`config.mk`:
```
export PLATFORM = sky130hd
export DESIGN_NAME = bth_ctrl
export DESIGN_NICKNAME = d
export VERILOG_FILES = /design/src/bth_pkg.sv /design/src/bth_ctrl.sv
export SDC_FILE = /design/constraint.sdc
export NUM_CORES = 1
export LEC_CHECK = 0
export ABC_AREA = 1
export BUFFER_PORTS_ARGS = -buffer_cell sky130_fd_sc_hd__buf_2
export CORE_AREA = 2 2 39 41
export DETAILED_ROUTE_END_ITERATION = 7
export DIE_AREA = 0 0 41 43
export SLEW_MARGIN = 20
export SYNTH_ARGS = -nofsm -noshare
export SYNTH_HDL_FRONTEND = slang
export SYNTH_SLANG_ARGS = --single-unit
```
`constraint.sdc`:
```
create_clock -name clk -period 1.5 [get_ports clk]
set_clock_uncertainty 0.15 [all_clocks]
set_input_delay 0.15 -clock clk [delete_from_list [all_inputs] [get_ports clk]]
set_output_delay 0.15 -clock clk [all_outputs]
set_load 0.01 [all_outputs]
```
`src/bth_pkg.sv`:
```
package bth_pkg;

  localparam int WORD_W = 16;
  localparam int IDX_W  = 17;
  localparam int RUN_W  = 17;
  localparam int ADJ_W  = 17;
  localparam int BYTE_W = 14;

  localparam logic OPC_ALLOC   = 1'b0;
  localparam logic OPC_RELEASE = 1'b1;

  localparam logic [WORD_W-1:0] EVEN_MASK = 16'hFFFE;
  localparam logic [WORD_W-1:0] USED_MARK = 16'h0001;

  typedef enum logic [1:0] {
    ST_OK   = 2'd0,
    ST_NULL = 2'd1,
    ST_OOM  = 2'd2
  } status_t;

  typedef enum logic [3:0] {
    S_CLEAR,
    S_IDLE,
    S_FP_CHK,
    S_MERGE,
    S_PLACE,
    S_MARK,
    S_SCAN,
    S_REL,
    S_TALLY_INIT,
    S_TALLY,
    S_DONE
  } state_t;

  typedef enum logic [3:0] {
    DP_NONE,
    DP_CLEAR,
    DP_LOAD,
    DP_FP_CHK,
    DP_MERGE,
    DP_PLACE,
    DP_MARK,
    DP_SCAN,
    DP_REL,
    DP_TALLY_INIT,
    DP_TALLY
  } dp_op_t;

  typedef struct packed {
    dp_op_t op;
  } dp_cmd_t;

  typedef struct packed {
    logic clear_last;
    logic req_release;
    logic req_bad;
    logic fp_fits;
    logic walk_more;
    logic merge_hit;
    logic rem_zero;
    logic scan_more;
  } dp_stat_t;

endpackage

```
`src/bth_ctrl.sv`:
```
module bth_ctrl (
  input  logic              clk,
  input  logic              rst,
  input  logic              start,
  input  bth_pkg::dp_stat_t stat,
  output bth_pkg::dp_cmd_t  cmd,
  output logic              busy,
  output logic              done
);
  import bth_pkg::*;

  state_t state;
  state_t state_next;

  always_ff @(posedge clk) begin
    if (rst) begin
      state <= S_CLEAR;
    end else begin
      state <= state_next;
    end
  end

  always_comb begin
    state_next = state;
    cmd.op     = DP_NONE;
    unique case (state)
      S_CLEAR: begin
        cmd.op = DP_CLEAR;
        if (stat.clear_last) begin
          state_next = S_IDLE;
        end
      end
      S_IDLE: begin
        if (start) begin
          cmd.op = DP_LOAD;
          priority if (stat.req_release) begin
            state_next = S_REL;
          end else if (stat.req_bad) begin
            state_next = S_TALLY_INIT;
          end else begin
            state_next = S_FP_CHK;
          end
        end
      end
      S_FP_CHK: begin
        cmd.op     = DP_FP_CHK;
        state_next = stat.fp_fits ? S_PLACE : S_MERGE;
      end
      S_MERGE: begin
        cmd.op = DP_MERGE;
        priority if (stat.merge_hit) begin
          state_next = S_PLACE;
        end else if (!stat.walk_more) begin
          state_next = S_TALLY_INIT;
        end
      end
      S_PLACE: begin
        cmd.op     = DP_PLACE;
        state_next = S_MARK;
      end
      S_MARK: begin
        cmd.op     = DP_MARK;
        // an exact fit leaves the roving pointer to skip over used blocks
        state_next = stat.rem_zero ? S_SCAN : S_TALLY_INIT;
      end
      S_SCAN: begin
        cmd.op = DP_SCAN;
        if (!stat.scan_more) begin
          state_next = S_TALLY_INIT;
        end
      end
      S_REL: begin
        cmd.op     = DP_REL;
        state_next = S_TALLY_INIT;
      end
      S_TALLY_INIT: begin
        cmd.op     = DP_TALLY_INIT;
        state_next = S_TALLY;
      end
      S_TALLY: begin
        cmd.op = DP_TALLY;
        if (!stat.walk_more) begin
          state_next = S_DONE;
        end
      end
      S_DONE: begin
        state_next = S_IDLE;
      end
      default: begin
        state_next = S_IDLE;
      end
    endcase
  end

  assign busy = (state != S_IDLE);
  assign done = (state == S_DONE);

endmodule

```
==> results of run 1 <==
[timing repair]
item | 4_1_cts | 5_1_grt
cloned | 0 | 0
pin swaps | 3 | 8
hold buffers | 1 | 0
setup endpoints to repair | 7 | 9
setup buffers | 5 | 3
hold endpoints to repair | 3 | 0
gates resized for setup | 13 | 16
[logic make-up (layout without fill, tap and decap cells)]
kind of cell | after synthesis | count (layout) | synth area share (%)
buffers and inverters | 16 | 49 | 13.4
DFF | 4 | 4 | 16.8
AOI/OAI and AO/OA | 11 | 11 | 13.7
and+or+nand+nor | 57 | 57 | 56.1
[per-layer routing]
layer | part of all wire [%] | global-route usage, % | vias up
met5 | 0 | 0 | -
met2 | 51 | 30.6 | 11
met1 | 43 | 24.4 | 299
met3 | 5.0 | 7.85 | 2
met4 | 0.78 | 4.00 | 0
li1 | - | - | 353
[per-stage QoR]
step / power [W] / worst slack, ns / hold slack [ns]
5_1_grt: 0.00134 / -0.0982 / 0.0756
3_5_place_dp: 0.000817 / -0.0354 / 0.211
2_1_floorplan: 0.000616 / 0.139 / 0.0691
4_1_cts: 0.00110 / -0.0132 / 0.0562
6_report: 0.00123 / -0.0110 / 0.0625
3_3_place_gp: 0.000823 / -0.0462 / 0.207
[cell usage in the layout, fill, tap and decap left out, drive strengths merged]
master	synthesis	final
a21oi	4	4
nor3	1	1
nand3b	2	2
clkbuf	0	3
dlygate4sd3	0	1
nand4	1	1
o21ai	5	5
dfxtp	4	4
o31ai	1	1
inv	15	15
nand2	23	23
o2111ai	1	1
nor2	16	16
buf	1	30
nand3	14	14
[power by group]
group | switching [W] | total [W] | internal [W] | leakage (nW)
logic | 0.000482 | 0.000882 | 0.000399 | 0.371
clock network | 0.0000470 | 0.000137 | 0.0000897 | 0.0138
registers | 0.0000569 | 0.000209 | 0.000152 | 0.0350
total | 0.000586 | 0.00123 | 0.000642 | 0.420
[worst reg2reg max path, stage by stage, from the launching register on]
cell	delay (ns)
dfxtp_4	0.38
nor2_4	0.05
buf_6	0.11
buf_4	0.13
nand3_1	0.09
nand3_2	0.14
o21ai_0	0.21
nand2_1	0.07
nor2_1	0.08
[cell type report]
type	instances	area [um2]	area share, %
flip-flops and latches	4	90.1	11.3
well taps	16	20.0	2.51
inverters	15	58.8	7.38
clock buffers	3	22.5	2.83
multi-input cells	68	403	50.5
repair buffers	31	203	25.4
[worst max-delay path by stage]
stage	endpoint	cells after the start	slack (ns)	from
3_5_place_dp	state[0]	7	-0.04	state[0]
6_report	cmd[1]	5	-0.01	state[2]
3_3_place_gp	state[0]	7	-0.05	state[0]
2_1_floorplan	cmd[1]	4	0.14	state[3]
4_1_cts	cmd[1]	5	-0.01	state[0]
5_1_grt	cmd[1]	5	-0.1	state[0]
==> summary.md, run 1 <==
| Metric | Value |
|---|---|
| Run status | `complete, but fails checks` |
| Failing checks | `negative setup slack` |
| Most common cell in the netlist | `nand2_1` |
| Fin area | `797 um2` |
| Share of layout cells above drive strength 1 | `48.8%` |
| Area grow syn2layout | `67.6%` |
| Drt wl/cell | `11.3 um` |
| Crit-path max FO | `6` |
| Final WL | `1550 um` |
| Die area | `1760 um2` |
| Hold Path Cell Cnt | `3` |
| Total track usage | `19.6%` |
| Clock tree buffer depth | `2` |
| CP Cell Sequence | `nor2_4 -> buf_6 -> nand2_2 -> o2111ai_2 -> buf_2` |
| Post-DP HPWL | `1080 um` |
| Grt ovf | `0` |
| Largest register by flop count | `state` |
| Clk sinks | `4` |
| Min-delay worst type | `in2reg` |
| PortBufs | `16` |
| Worst skew pair latency | `0.24 ns` |
| NumNets Final | `134` |
| Delay-heaviest family, CP | `flip-flops` |
| Drt first-iter violations | `12` |
| Synth cell types | `20` |
| Worst Tran Pin Value | `0.282 ns` |
| Post-synth EDFFs | `0` |
| GP Congestion | `0.897` |
| Peak VDD IR | `0.730 mV` |
| Top Ports | `17` |
| CTS tree | `done` |
| Seq/Total Area, Yosys | `16.8%` |
| List of most frequent post-synthesis cells | `nand2_1, inv_1, nand3_1, nor2_1` |
| Tmin final | `1.51 ns` |
| Vias post-DR | `665` |
| Drt drc | `0` |
| H-Tree Depth | `1` |
| Leakage | `0.420 nW` |
| First-pass GRT wire length | `2350 um` |
| Layout Cells excl Fill | `137` |
| Cell Area, Placed | `613 um2` |
| Syn nets | `99` |
| Synth area leader | `nand2_1` |
| Cell Area, Synth | `475 um2` |
| Max_slew headroom | `81.0%` |
| Final worst path period share | `101%` |
| Critical Path Source Type | `flop` |
| Filler cells | `129` |
| Vias in the first global route | `606` |
| Root Buffer | `clkbuf_4` |
| Setup slack, reg-to-reg | `0.02 ns` |
| Setup_tns | `-0.0110 ns` |
| Clk slew on worst S/H paths | `0.04 ns` |
| Syn avg cell area | `5.40 um2` |
| Number of flip-flops in the largest register | `4` |
| CP bufs+invs | `2` |
| Unrepaired setup endpoints after global routing | `true` |
| Initial antenna violation count | `0` |
| Detail-routed via count per cell | `4.85` |
| Final Max Tran Viols | `0` |
| Fraction of registers with async set/reset | `0%` |
| Cells after Synth | `88` |
| Fmax | `662 MHz` |
| Number of synthesized register bits | `4` |
| CP max-delay cell | `dfxtp_4` |
| 1st-pass router iterations | `3` |
| Final Hold Vio Count | `0` |
| Main synth FF type | `dfxtp_1` |
| Setup ws final | `-0.0110 ns` |
| DRT antenna net count | `0` |
| Synth top area share | `18.2%` |
| Largest net degree at the start of global routing | `8` |
| Initial Util | `34.4%` |
| CP max stage delay | `0.36 ns` |
| Worst path required time | `1.20 ns` |
| Worst setup EP type | `output pin` |
| Reg2Reg Depth | `8` |
| TritonCTS Buffers | `3` |
| Die Height | `43 um` |
| RR Endpoint | `state[0]` |
| Beginning of the worst hold path | `stat[3]` |
| Row cnt | `14` |
| Worst r2r src | `state[2]` |
| Final core occ | `57.6%` |
| Hold EP | `state[3]` |
| Core area | `1380 um2` |
| Largest registers | `state (4)` |
| Synth warnings | `0` |
| Power Dens Cells | `1540 nW/um2` |
| Endpoints failing setup | `1` |
| Max Cap Viol | `0` |
| Worst EP arrival | `1.21 ns` |
| Area contributors post-synth | `nand2_1, dfxtp_1, nand3_1, inv_1, nor2_1` |
| Crit Path Class | `reg2out` |
| Overall die width | `41 um` |
| DP Cell Count | `125` |
| N_diodes | `0` |
(Power assumes the default switching activity.)
==> run 2: changes to the inputs <==
--- a/config.mk
+++ b/config.mk
@@ -12,2 +12,3 @@
 export DIE_AREA = 0 0 41 43
+export SKIP_CTS_REPAIR_TIMING = 1
 export SLEW_MARGIN = 20
==> constraint.sdc (replaced) <==
create_clock -name clk -period 1.5 [get_ports clk]
set_clock_uncertainty 0.15 [all_clocks]
set_input_delay 0.3 -clock clk [delete_from_list [all_inputs] [get_ports clk]]
set_output_delay 0.3 -clock clk [all_outputs]
set_load 0.01 [all_outputs]
==> run 2 against run 1 <==
  * The flow still finishes with violations (negative setup slack)
  * Combinational power fell by 6.7%
  * Global-route usage decreased by 2.4 points
  * Sequential power down 8%
  * Critical path depth unchanged
  * First-iteration DRC count fell by 17%
  * Setup slack worse by 0.12 ns
  * Die area stayed put
==> summary.md, run 2 (synthesized netlist as in run 1, its figures left out) <==
| Metric | Value |
|---|---|
| TritonCTS Buffers | `3` |
| Root Buffer | `clkbuf_4` |
| Crit Path Class | `reg2out` |
| Cell Area, Placed | `634 um2` |
| Drt wl/cell | `10.4 um` |
| P_int | `0.000613 W` |
| Top Ports | `17` |
| 1st-pass router iterations | `4` |
| Crit-path max FO | `7` |
| Drt drc | `0` |
| Commonest non-fill, non-tap cell in the layout | `nand2_1` |
| Run status | `complete, but fails checks` |
| Beginning of the worst hold path | `rst` |
| Setup slack, reg-to-reg | `0.05 ns` |
| CTS tree | `done` |
| Worst path required time | `1.05 ns` |
| Peak VDD IR | `0.563 mV` |
| Core area | `1380 um2` |
| Final Max Tran Viols | `0` |
| Clock tree buffer depth | `2` |
| Area grow syn2layout | `60.3%` |
| Clock share of power | `11.4%` |
| Reg2Reg Depth | `10` |
| N_diodes | `0` |
| Flop pwr share | `16.8%` |
| Failing checks | `negative setup slack` |
| Logic pwr share | `71.8%` |
| Fin area | `762 um2` |
| Sw Share | `46.6%` |
| Die area | `1760 um2` |
| Setup ws final | `-0.131 ns` |
| Grt ovf | `0` |
| Initial Util | `34.4%` |
| Crit path from | `state[0]` |
| Worst setup path end | `cmd[1]` |
| Worst skew pair latency | `0.23 ns` |
| Min-delay worst type | `in2reg` |
| Endpoints failing setup | `5` |
| Clk sinks | `4` |
| Tmin final | `1.63 ns` |
| NumNets Final | `132` |
| Max Cap Viol | `0` |
| PortBufs | `16` |
| GP Congestion | `0.965` |
| Unrepaired setup endpoints after global routing | `true` |
| DRT antenna net count | `0` |
| Layout Cells excl Fill | `135` |
| Vias post-DR | `657` |
| Vias in the first global route | `550` |
| DP Cell Count | `127` |
| Row cnt | `14` |
| Largest register by flop count | `state` |
| Storage cell area | `90.1 um2` |
| Final WL | `1400 um` |
| Drt first-iter violations | `10` |
| Total track usage | `17.2%` |
| Power Dens Cells | `1510 nW/um2` |
| Worst EP arrival | `1.18 ns` |
| Overall die width | `41 um` |
| Worst setup EP type | `output pin` |
| Largest net degree at the start of global routing | `12` |
| Share of layout cells above drive strength 1 | `46.2%` |
| Critical Path Source Type | `flop` |
| Final Hold Vio Count | `0` |
| Leakage | `0.408 nW` |
| Max_slew headroom | `81.8%` |
| P_sw | `0.000534 W` |
| Worst Tran Pin Value | `0.272 ns` |
| Fmax | `613 MHz` |
| Post-DP HPWL | `1100 um` |
| Worst r2r src | `state[0]` |
| Detail-routed via count per cell | `4.87` |
| Clk slew on worst S/H paths | `0.04 ns` |
| Die Height | `43 um` |
| H-Tree Depth | `1` |
| First-pass GRT wire length | `2110 um` |
| Largest registers | `state (4)` |
| Most frequent cells in the layout | `nand2_1, buf_2, inv_1, nand3_1, buf_4` |
| Filler cells | `145` |
| Initial antenna violation count | `0` |
| Number of flip-flops in the largest register | `4` |
| Final worst path period share | `109%` |
| Multi-input gate area | `388 um2` |
| RR Endpoint | `state[2]` |
[run 2: area by class of cell]
type                            count  share of cell area [%]
Multi-Input combinational cell     68                    50.9
Timing Repair Buffer               29                    24.3
Sequential cell                     4                    11.8
Inverter                           15                    7.39
Clock buffer                        3                    2.96
Tap cell                           16                    2.63
[run 2: worst min path at each step]
stage / endpoint / slack (ns) / cells past startpoint
global route: state[2] / 0.12 / 2
CTS: state[1] / 0.11 / 2
finish: state[2] / 0.11 / 2
floorplan: state[1] / 0.22 / 1
detailed placement: state[1] / 0.36 / 2
global placement: state[1] / 0.36 / 2
[run 2: worst max-delay path, stage by stage, from the launching register on]
cell and delay (ns):
dfxtp_2 0.32, inv_2 0.05, nor2_4 0.19, nand2_2 0.13
o2111ai_2 0.10, buf_2 0.15
[run 2: power groups by stage]
stage | logic (W) | registers (W) | clock network, W
2_1_floorplan | 0.000448 | 0.000178 | 0
3_3_place_gp | 0.000679 | 0.000175 | 0
3_5_place_dp | 0.000675 | 0.000175 | 0
4_1_cts | 0.000682 | 0.000174 | 0.000134
5_1_grt | 0.000907 | 0.000198 | 0.000140
6_report | 0.000823 | 0.000193 | 0.000131
[run 2: metrics by stage]
step	worst slack [ns]	total power, W	hold slack (ns)	TNS (ns)	util, %
floorplan	0.0406	0.000626	0.219	0	-
global placement	0.0400	0.000854	0.359	0	45.8
detailed placement	0.0250	0.000850	0.358	0	45.8
CTS	-0.224	0.000991	0.113	-0.760	47.5
global route	-0.191	0.00124	0.123	-0.982	55.1
finish	-0.131	0.00115	0.109	-0.455	55.1
[run 2: routing by layer]
layer	track usage, %	vias up	share of wire [%]
li1	-	346	-
met1	20.9	298	43
met2	29.4	11	55
met3	3.14	2	1.5
met4	4.00	0	0.64
met5	0	-	0
==> run 3: changes to the inputs <==
Settings changed: SKIP_CTS_REPAIR_TIMING 1 to default.
==> run 3 against run 2 <==
  * The flow still finishes with violations (negative setup slack)
  * Core utilization up 7.3 points
  * Sequential share of layout area down 1.1 points
  * Die area did not move
  * Register-to-register slack got worse by 0.09 ns
  * Flip-flop and latch count unchanged
  * Critical path depth unchanged
  * Final area rose by 13%
  * Via count grew 5.0%
  * Clock power barely moved
  * Global-route usage rose by 1.5 points
  * Largest cell class unchanged
  * Largest power group unchanged
==> summary.md, run 3 (synthesized netlist as in run 1, its figures left out) <==
| Metric | Value |
|---|---|
| Run status | `complete, but fails checks` |
| Clock tree buffer depth | `2` |
| Final WL | `1600 um` |
| Final Hold Vio Count | `0` |
| N_diodes | `0` |
| Unrepaired setup endpoints after global routing | `true` |
| Sw Share | `46.4%` |
| Layout Cells excl Fill | `140` |
| Row cnt | `14` |
| RR Endpoint | `state[2]` |
| Worst r2r src | `state[1]` |
| Worst EP arrival | `1.20 ns` |
| DRT antenna net count | `0` |
| H-Tree Depth | `1` |
| GP Congestion | `0.965` |
| Cell Area, Placed | `634 um2` |
| Grt ovf | `0` |
| Final Max Tran Viols | `0` |
| Worst setup EP type | `output pin` |
| Setup slack, reg-to-reg | `-0.04 ns` |
| Crit-path max FO | `6` |
| Most frequent cells in the layout | `nand2_1, buf_2, nand3_1, buf_4` |
| Flop pwr share | `16.0%` |
| Top layer in use | `met4` |
| Commonest non-fill, non-tap cell in the layout | `nand2_1` |
| Peak VDD IR | `0.688 mV` |
| DP Cell Count | `127` |
| WL met2 | `879 um` |
| Max Cap Viol | `0` |
| Setup ws final | `-0.148 ns` |
| Clk sinks | `4` |
| TritonCTS Buffers | `3` |
| Final worst path period share | `110%` |
| Largest register by flop count | `state` |
| PortBufs | `16` |
| Overall die width | `41 um` |
| P_sw | `0.000610 W` |
| M1 wire length | `659 um` |
| Max_slew headroom | `81.9%` |
| Worst skew pair latency | `0.24 ns` |
| Reg2Reg Depth | `10` |
| Top Ports | `17` |
| Hold EP | `state[2]` |
| Die Height | `43 um` |
| Largest net degree at the start of global routing | `11` |
| Worst path required time | `1.05 ns` |
| Post-DP HPWL | `1100 um` |
| CTS tree | `done` |
| P_int | `0.000704 W` |
| Worst Tran Pin Value | `0.270 ns` |
| Clock share of power | `10.2%` |
| Vias post-DR | `690` |
| Die area | `1760 um2` |
| Critical Path Source Type | `flop` |
| Total track usage | `18.7%` |
| Number of flip-flops in the largest register | `4` |
| Detail-routed via count per cell | `4.93` |
| WL met3 | `44 um` |
| Hold Path Cell Cnt | `2` |
| Power Dens Cells | `1520 nW/um2` |
| Initial antenna violation count | `0` |
| Drt drc | `0` |
| Area grow syn2layout | `81.6%` |
| Drt first-iter violations | `22` |
| Share of layout cells above drive strength 1 | `54.0%` |
| Crit Path Class | `reg2out` |
| Initial Util | `34.4%` |
| Fmax | `607 MHz` |
| Core area | `1380 um2` |
| NumNets Final | `137` |
| Vias in the first global route | `576` |
| First-pass GRT wire length | `2290 um` |
| Logic pwr share | `73.8%` |
| Fin area | `863 um2` |
| Clk slew on worst S/H paths | `0.04 ns` |
| Largest registers | `state (4)` |
| Endpoints failing setup | `7` |
| Failing checks | `negative setup slack` |
| Leakage | `0.446 nW` |
| Drt wl/cell | `11.4 um` |
| Beginning of the worst hold path | `rst` |
| Tmin final | `1.65 ns` |
| Root Buffer | `clkbuf_4` |
| Setup_tns | `-0.509 ns` |
| Min-delay worst type | `in2reg` |
| 1st-pass router iterations | `4` |
run 3: cell types whose count changed in the layout (fill, tap and decap cells not counted), sizes merged:
cell  delta
buf      +5
run 3: layout make-up:
cell class | instances | area, um2
fill | 130 | 520
inverter | 15 | 58.8
sequential | 4 | 92.6
multi-input combinational | 68 | 424
clock buffer | 3 | 22.5
timing repair buffer | 34 | 245
tap | 16 | 20.0
run 3: through the flow:
stage	util, %	worst slack (ns)	power [W]	hold slack [ns]
after floorplan	-	0.0406	0.000626	0.219
after global placement	45.8	0.0400	0.000854	0.359
after detailed placement	45.8	0.0250	0.000850	0.358
after CTS	54.5	-0.110	0.00114	0.104
after global routing	62.4	-0.198	0.00142	0.122
final	62.4	-0.148	0.00131	0.106
run 3: routing by layer:
metal | up-vias | global-route usage [%]
met4 | 0 | 4.00
met1 | 310 | 21.9
met5 | - | 0
met2 | 19 | 33.1
met3 | 2 | 3.14
li1 | 359 | -
run 3: power by group through the flow:
stage / logic (W) / registers, W / clock network, W
after detailed placement: 0.000675 / 0.000175 / 0
after floorplan: 0.000448 / 0.000178 / 0
after CTS: 0.000810 / 0.000194 / 0.000134
after global routing: 0.00106 / 0.000215 / 0.000143
after global placement: 0.000679 / 0.000175 / 0
final: 0.000969 / 0.000210 / 0.000134
run 3: worst max-delay path, stage by stage, from the launching register on:
cell     delay (ns)
dfxtp_4        0.36
buf_4          0.15
o21ai_4        0.16
inv_2          0.04
nor2_1         0.11
buf_2          0.14
run 3: what timing repair did:
| item | 4_1_cts | 5_1_grt |
|---|---|---|
| setup buffers | 7 | 3 |
| hold buffers | 0 | 0 |
| cloned | 0 | 0 |
| gates resized for setup | 21 | 22 |
| pin swaps | 4 | 9 |
| setup endpoints to repair | 6 | 10 |
run 3: worst max-delay path by stage:
stage                     startpoint  endpoint  slack [ns]  depth (start not counted)
after floorplan             state[3]    cmd[1]        0.04                          4
after global placement      state[1]  state[0]        0.04                          8
after detailed placement    state[1]    cmd[2]        0.03                          5
after CTS                   state[0]    cmd[1]       -0.11                          5
after global routing        state[2]    cmd[0]       -0.20                          5
final                       state[2]    cmd[0]       -0.15                          5
